File: src/hdl/lzpd_pkg.sv
// shared types, constants and helpers for the lz position-width decompressor
package lzpd_pkg;

  localparam int WINDOW_DEPTH_DEF = 16384;
  localparam int MAX_OFFSET_BITS  = 14;
  localparam int SIZE_W           = 24;
  localparam int LIT_BITS         = 8;
  localparam int UNARY_MAX        = 6;
  localparam int LEN_BASE         = 2;
  localparam logic [15:0] WIDE_POS = 16'h4000;

  typedef enum logic [1:0] {
    OP_START = 2'd0,
    OP_PUSH  = 2'd1,
    OP_PULL  = 2'd2,
    OP_NONE  = 2'd3
  } op_t;

  typedef enum logic [2:0] {
    ST_BYTE     = 3'd0,
    ST_NEED     = 3'd1,
    ST_DONE     = 3'd2,
    ST_PUSH_OK  = 3'd3,
    ST_PUSH_REJ = 3'd4
  } status_t;

  typedef enum logic [2:0] {
    PH_FLAG    = 3'd0,
    PH_LITERAL = 3'd1,
    PH_OFFSET  = 3'd2,
    PH_UNARY   = 3'd3,
    PH_ESCAPE  = 3'd4
  } phase_t;

  typedef enum logic [1:0] {
    EV_CONT = 2'd0,
    EV_NEED = 2'd1,
    EV_LIT  = 2'd2,
    EV_COPY = 2'd3
  } bit_evt_t;

  typedef enum logic [1:0] {
    CS_IDLE  = 2'd0,
    CS_BIT   = 2'd1,
    CS_CP_RD = 2'd2,
    CS_CP_WR = 2'd3
  } ctrl_state_t;

  typedef struct packed {
    logic    start;
    logic    push;
    logic    bit_step;
    logic    copy_rd;
    logic    copy_wr;
    logic    out_load;
    status_t out_status;
  } dp_cmd_t;

  typedef struct packed {
    logic     pos_done;
    logic     copy_pend;
    logic     size_zero;
    logic     push_busy;
    logic     out_free;
    bit_evt_t bit_evt;
  } dp_stat_t;

  // offset field width: msb index + 1 of the low position bits, capped
  function automatic logic [3:0] offset_width(input logic [15:0] pos16);
    logic [3:0] w;
    w = 4'd0;
    if (pos16 >= WIDE_POS) begin
      w = 4'(MAX_OFFSET_BITS);
    end else begin
      for (int i = 0; i < MAX_OFFSET_BITS; i++) begin
        if (pos16[i]) begin
          w = 4'(i + 1);
        end
      end
    end
    return w;
  endfunction

endpackage

File: src/hdl/lzpd_ctrl.sv
// controller: sequences one item at a time and issues datapath commands
module lzpd_ctrl (
  input  logic                  clk,
  input  logic                  rst_n,
  input  logic                  in_valid,
  input  logic [1:0]            in_op,
  output logic                  in_ready,
  input  lzpd_pkg::dp_stat_t    stat,
  output lzpd_pkg::dp_cmd_t     cmd,
  output lzpd_pkg::ctrl_state_t state
);

  lzpd_pkg::ctrl_state_t state_r, state_nxt;
  lzpd_pkg::op_t         op;
  logic                  fire;

  assign op   = lzpd_pkg::op_t'(in_op);
  assign fire = in_valid && stat.out_free && (state_r == lzpd_pkg::CS_IDLE);

  always_ff @(posedge clk) begin
    if (!rst_n) begin
      state_r <= lzpd_pkg::CS_IDLE;
    end else begin
      state_r <= state_nxt;
    end
  end

  // next state
  always_comb begin
    state_nxt = state_r;
    unique case (state_r)
      lzpd_pkg::CS_IDLE: begin
        if (fire && (op == lzpd_pkg::OP_PULL) && !stat.pos_done) begin
          state_nxt = stat.copy_pend ? lzpd_pkg::CS_CP_RD : lzpd_pkg::CS_BIT;
        end
      end
      lzpd_pkg::CS_BIT: begin
        if (stat.bit_evt == lzpd_pkg::EV_COPY) begin
          state_nxt = lzpd_pkg::CS_CP_RD;
        end else if (stat.bit_evt != lzpd_pkg::EV_CONT) begin
          state_nxt = lzpd_pkg::CS_IDLE;
        end
      end
      lzpd_pkg::CS_CP_RD: state_nxt = lzpd_pkg::CS_CP_WR;
      lzpd_pkg::CS_CP_WR: state_nxt = lzpd_pkg::CS_IDLE;
      default:            state_nxt = lzpd_pkg::CS_IDLE;
    endcase
  end

  // outputs
  always_comb begin
    cmd      = '0;
    in_ready = 1'b0;
    unique case (state_r)
      lzpd_pkg::CS_IDLE: begin
        in_ready = stat.out_free;
        if (fire) begin
          unique case (op)
            lzpd_pkg::OP_START: begin
              cmd.start      = 1'b1;
              cmd.out_load   = 1'b1;
              cmd.out_status = stat.size_zero ? lzpd_pkg::ST_DONE : lzpd_pkg::ST_NEED;
            end
            lzpd_pkg::OP_PUSH: begin
              cmd.out_load = 1'b1;
              if (stat.push_busy) begin
                cmd.out_status = lzpd_pkg::ST_PUSH_REJ;
              end else begin
                cmd.push       = 1'b1;
                cmd.out_status = lzpd_pkg::ST_PUSH_OK;
              end
            end
            lzpd_pkg::OP_PULL: begin
              if (stat.pos_done) begin
                cmd.out_load   = 1'b1;
                cmd.out_status = lzpd_pkg::ST_DONE;
              end
            end
            lzpd_pkg::OP_NONE: begin
              cmd.out_load   = 1'b1;
              cmd.out_status = lzpd_pkg::ST_PUSH_REJ;
            end
            default: cmd.out_status = lzpd_pkg::ST_PUSH_REJ;
          endcase
        end
      end
      lzpd_pkg::CS_BIT: begin
        cmd.bit_step = 1'b1;
        if (stat.bit_evt == lzpd_pkg::EV_NEED) begin
          cmd.out_load   = 1'b1;
          cmd.out_status = lzpd_pkg::ST_NEED;
        end else if (stat.bit_evt == lzpd_pkg::EV_LIT) begin
          cmd.out_load   = 1'b1;
          cmd.out_status = lzpd_pkg::ST_BYTE;
        end
      end
      lzpd_pkg::CS_CP_RD: cmd.copy_rd = 1'b1;
      lzpd_pkg::CS_CP_WR: begin
        cmd.copy_wr    = 1'b1;
        cmd.out_load   = 1'b1;
        cmd.out_status = lzpd_pkg::ST_BYTE;
      end
      default: cmd = '0;
    endcase
  end

  assign state = state_r;

endmodule

File: config.mk
export PLATFORM = sky130hd
export DESIGN_NAME = lzpd_ctrl
export DESIGN_NICKNAME = d
export VERILOG_FILES = /design/src/hdl/lzpd_pkg.sv /design/src/hdl/lzpd_ctrl.sv
export SDC_FILE = /design/constraint.sdc
export NUM_CORES = 1
export LEC_CHECK = 0
export BUFFER_PORTS_ARGS = -buffer_cell sky130_fd_sc_hd__buf_2
export CAP_MARGIN = 0
export CELL_PAD_IN_SITES_DETAIL_PLACEMENT = 1
export CELL_PAD_IN_SITES_GLOBAL_PLACEMENT = 1
export CORE_MARGIN = 2
export CORE_UTILIZATION = 20
export CTS_CLUSTER_DIAMETER = 30
export CTS_CLUSTER_SIZE = 10
export DETAILED_ROUTE_END_ITERATION = 7
export GPL_TIMING_DRIVEN = 0
export PLACE_DENSITY = 0.66
export REMOVE_ABC_BUFFERS = 1
export SYNTH_ARGS = -nofsm -noshare
export SYNTH_HDL_FRONTEND = slang
export SYNTH_SLANG_ARGS = --single-unit
File: constraint.sdc
create_clock -name clk -period 1.1 [get_ports clk]
set_clock_uncertainty 0.2 [all_clocks]
set_input_delay 0.055 -clock clk [delete_from_list [all_inputs] [get_ports clk]]
set_output_delay 0.055 -clock clk [all_outputs]
set_load 0.005 [all_outputs]
### Yosys cells after proc, flatten, opt, wreduce, memory -nomap -nowiden

Cells that the tools add are included.

| word-level totals | value |
|---|---|
| flip-flop bits (word level) | 2 |
| input port bits | 12 |

| cells by class | value |
|---|---|
| eq/ne operators | 11 |
| multiplexer cells | 22 |
| reduce and logical (&&, ||, !) cells | 9 |

Operators by type and width:

| operator | number |
|---|---|
| $mux 4 | 4 |
| $pmux 4 s4 | 1 |
| $mux 2 | 7 |
| $eq 2x2->1 const B | 6 |
| $pmux 4 s3 | 1 |
| $pmux 2 s4 | 1 |
| $mux 1 | 7 |
| $eq 2x1->1 const B | 3 |
| $logic_and 1x1->1 | 4 |
| $logic_not 2->1 | 2 |
| $mux 3 | 1 |
| $ne 3x3->1 const B | 1 |
| $ne 2x1->1 const B | 1 |
| $reduce_and 2->1 | 1 |
| $reduce_bool 2->1 | 1 |
| $logic_not 1->1 | 1 |

### Depth between registers and ports, before layout

| depth | value |
|---|---|
| word-level depth | 6 |
| gate-level depth with buffers | 5 |

### Least setup slack after synthesis

No wires, ideal clock.

| timing path | value |
|---|---|
| kind | register to register |
| start point | register state_r[1], in the netlist state[1] |
| end point | register state_r[1], in the netlist state[1] |
| library setup time | 0.121 ns |
| arrival | 0.840 ns |
| data required time | 0.779 ns |
| setup slack | -0.061 ns |
| stages on the path, launching flop included | 4 |
| path buffers | 0 |
| period minus slack after synthesis | 1.161 ns |
| cells stage by stage | dfxtp_1 -> and2b_1 -> a31oi_1 -> a21boi_1 |

| on the way | value |
|---|---|
| word-level cells in the longest chain between the ends | 6 |
| elaborated cells on any way between the ends | 11 |
| those cells by class | 5 x eq/ne; 1 x mux; 5 x reduce/logical |

RTL lines:

| element | line | source |
|---|---|---|
| start, declared | lzpd_ctrl.sv:13 | `lzpd_pkg::ctrl_state_t state_r, state_nxt;` |
| start signal, assigned | lzpd_ctrl.sv:22 | `state_r <= lzpd_pkg::CS_IDLE;` |
| start signal, assigned | lzpd_ctrl.sv:24 | `state_r <= state_nxt;` |
| $logic_not 2->1 | lzpd_ctrl.sv:18, lzpd_ctrl.sv:31 |  |
| $logic_and 1x1->1 | lzpd_ctrl.sv:18 | `assign fire = in_valid && stat.out_free && (state_r == lzpd_pkg::CS_IDLE);` |
| $logic_and 1x1->1 (2 in a row) | lzpd_ctrl.sv:33 | `if (fire && (op == lzpd_pkg::OP_PULL) && !stat.pos_done) begin` |
| $ne 2x1->1 (no source line) | -- |  |
| $reduce_and 2->1 (no source line) | -- |  |

Parallel ways exist; a longest one is shown, timed or not.
A chain may end at the register's enable or synchronous reset.

==> flow_metrics.env <==
export IMPL_synthTopCellsByCount="nor2b_1 (4), ha_1 (3), inv_1 (3), o21ai_0 (3)"
export IMPL_synthFlopType="dfxtp_1"
export IMPL_intPower_w=0.000256
export IMPL_setup_viol=13
export IMPL_netlist_area_um2=283
export IMPL_ir_drop_mv=0.460
export IMPL_overflow=0
export IMPL_grt_max_degree=8
export IMPL_drt_iter0_drc=4
export IMPL_port_buffers=23
export IMPL_startpoint_type="flip-flop"
export IMPL_largest_reg_flops=2
export IMPL_gp_congestion=0.679
export IMPL_rows=13
export IMPL_p_switching_w=0.000110
export IMPL_tightest_slew_ns=0.236
export IMPL_period_minus_slack_ns=1.45
export IMPL_cts_root_buf="clkbuf_4"
export IMPL_clk_transition_reported_paths_ns=0.04
export IMPL_p_leak_nw=0.281
export IMPL_n_antenna_cell=0
export IMPL_synth_most_common_cell="nor2b_1"
export IMPL_hold_ws_ns=-0.0157
export IMPL_combPwrFrac_pct=31.6
export IMPL_yosys_area_top_type="dfxtp_1"
export IMPL_utilization_pct=41.1
export IMPL_wire_per_inst_um=13.6
export IMPL_core_um2=1320
export IMPL_synth_top_area_share_pct=14.2
export IMPL_wl_um=1150
export IMPL_synth_avg_cell_area_um2=8.08
export IMPL_cts_tree="built"
export IMPL_critPathArrivalTime_ns=1.19
export IMPL_setup_slack_ns=-0.348
export IMPL_min_path_type="primary input to flip-flop"
export IMPL_r2r_slack_ns=-0.18
export IMPL_clock_latency_ns=0.24
export IMPL_syn_inst=35
export IMPL_dieArea_um2=1730
export IMPL_path_max_fanout=4
export IMPL_synth_seq_cells=2
export IMPL_h_tree_depth=1
export IMPL_total_power_w=0.000366
export IMPL_ant_nets=0
export IMPL_crit_type="flip-flop to primary output"
export IMPL_grt_pass1_vias=392
export IMPL_hold_viol=2
export IMPL_path_cells="and2b_2 -> a22o_1 -> buf_2"
export IMPL_power_density_nw_per_um2=675
export IMPL_violations="negative hold slack, negative setup slack"
export IMPL_areaGrowthSynthToFinish_pct=91.6
export IMPL_drc=0
export IMPL_synth_edf_count=0
export IMPL_grt_antenna_before_repair=0
export IMPL_relSlewSlack_pct=84.2
export IMPL_swShare_pct=29.9
export IMPL_synth_async_reset_ratio_pct=0
export IMPL_pwr_share_clk_pct=48.7
export IMPL_synth_distinct_cells=19
export IMPL_synthTopCellsByArea="dfxtp_1 (14%), ha_1 (13%), nand4bb_4 (9.7%), nor2b_1 (8.8%), o21ai_0 (5.3%)"
export IMPL_die_x_um=41.6
export IMPL_fin_nets=86
export IMPL_crit_path_max_incr_delay_ns=0.36
export IMPL_post_route_period_util_pct=132
export IMPL_maxSlewViolCount=0
export IMPL_outcome="finished, violations left"
export IMPL_drive_gt1_share_pct=56.5
export IMPL_hpwl_um=669
export IMPL_clk_path_buf_depth=2
export IMPL_cts_sinks=2
export IMPL_timing_fmax_mhz=691
export IMPL_worstSetupEndpointType="primary output"
export IMPL_ys_warn_count=0
export IMPL_dp_slack_ns=-0.141
export IMPL_viasPerCell=4.52
export IMPL_cp_required_ns=0.84
export IMPL_initial_core_util_pct=21.5
export IMPL_seq_power_share_pct=19.7
export IMPL_vias=380
export IMPL_rsz0062_at_grt="true"
export IMPL_drt_first_pass_iters=4
export IMPL_cts_made_buffers=3
export IMPL_seq_area_frac_synth_pct=14.2
export IMPL_crit_path_top_delay_cell="dfxtp_4"
export IMPL_grt_pass1_wl_um=1790
export IMPL_maxCapViolCount=0
export IMPL_dieHeight_um=41.6
export IMPL_io_pin_count=24
export IMPL_track_usage_pct=14.9
==> path summary, 6_finish.rpt <==
path / to / cells after the start / start
hold reg to reg: state[0]$_SDFFE_PN0P_ / 3 / state[0]$_SDFFE_PN0P_
setup / recovery: cmd[0] / 3 / state[1]$_SDFFE_PN0P_
hold / removal: state[0]$_SDFFE_PN0P_ / 4 / stat[6]
setup reg to reg: state[1]$_SDFFE_PN0P_ / 5 / state[1]$_SDFFE_PN0P_
==> metal layers <==
layer  vias up  share of wire (%)  global-route usage [%]
met2        10                 56                    24.1
met5         -                  0                       0
met1       172                 38                    14.2
li1        195                  -                       -
met4         0                2.1                    15.5
met3         3                4.6                    4.78
==> metrics by stage <==
step,cell area (um2),setup TNS (ns),instances
6_report,542,-3.25,84
5_1_grt,542,-4.00,84
4_1_cts,514,-3.01,82
3_5_place_dp,417,-0.693,73
3_3_place_gp,417,-0.661,73
2_1_floorplan,283,-0.107,35
==> power by group through the flow <==
| stage | combinational (W) | clock (W) | sequential [W] |
|---|---|---|---|
| floorplan | 0.0000408 | 0 | 0.0000770 |
| global placement | 0.0000885 | 0 | 0.0000772 |
| detailed placement | 0.0000901 | 0 | 0.0000772 |
| CTS | 0.000107 | 0.000176 | 0.0000724 |
| global route | 0.000130 | 0.000198 | 0.0000723 |
| finish | 0.000116 | 0.000178 | 0.0000721 |
==> cells in the final DEF, fill, tap and decap left out, types with 2 or more instances in the layout <==
| master | n |
|---|---|
| nor2_2 | 2 |
| nor2b_1 | 3 |
| buf_6 | 3 |
| clkbuf_4 | 3 |
| dfxtp_4 | 2 |
| dlygate4sd3_1 | 3 |
| o21ai_0 | 3 |
| a21boi_1 | 2 |
| inv_1 | 3 |
| buf_4 | 3 |
| a21oi_1 | 2 |
| and2_1 | 2 |
| buf_2 | 22 |
| ha_1 | 3 |
| nor3_1 | 2 |
==> kinds of logic (layout without fill, tap and decap cells) <==
group                    Yosys count  count (layout)  share of synthesized area, %
AND/OR/NAND/NOR                   17              17                          46.5
AO/OA/AOI/OAI                     10              10                          22.1
adder cells (fa/ha/maj)            3               3                          13.3
buffers and inverters              3              37                          3.98
flip-flops                         2               2                          14.2
==> worst max-delay path, delay by kind of cell, from the launching register on <==
kind	cells	cell delay, ns
AOI/OAI and AO/OA	1	0.23
DFF	1	0.36
buffers and inverters	1	0.12
and+or+nand+nor	1	0.24
==> cell type report <==
type,instances,area [um2]
tap,15,18.8
fill,171,776
multi-input combinational,30,245
sequential,2,47.5
inverter,3,11.3
timing repair buffer,31,196
clock buffer,3,22.5
==> timing repair <==
| action | 4_1_cts | 5_1_grt |
|---|---|---|
| buffers inserted | 3 | 2 |
| endpoints found under the setup margin | 12 | 13 |
| endpoints found under the hold margin | 2 | 0 |
| gates resized for setup | 9 | 3 |
| hold buffers | 3 | 0 |
| pin swaps | 2 | 2 |
Power figures use the tool's default switching activity.
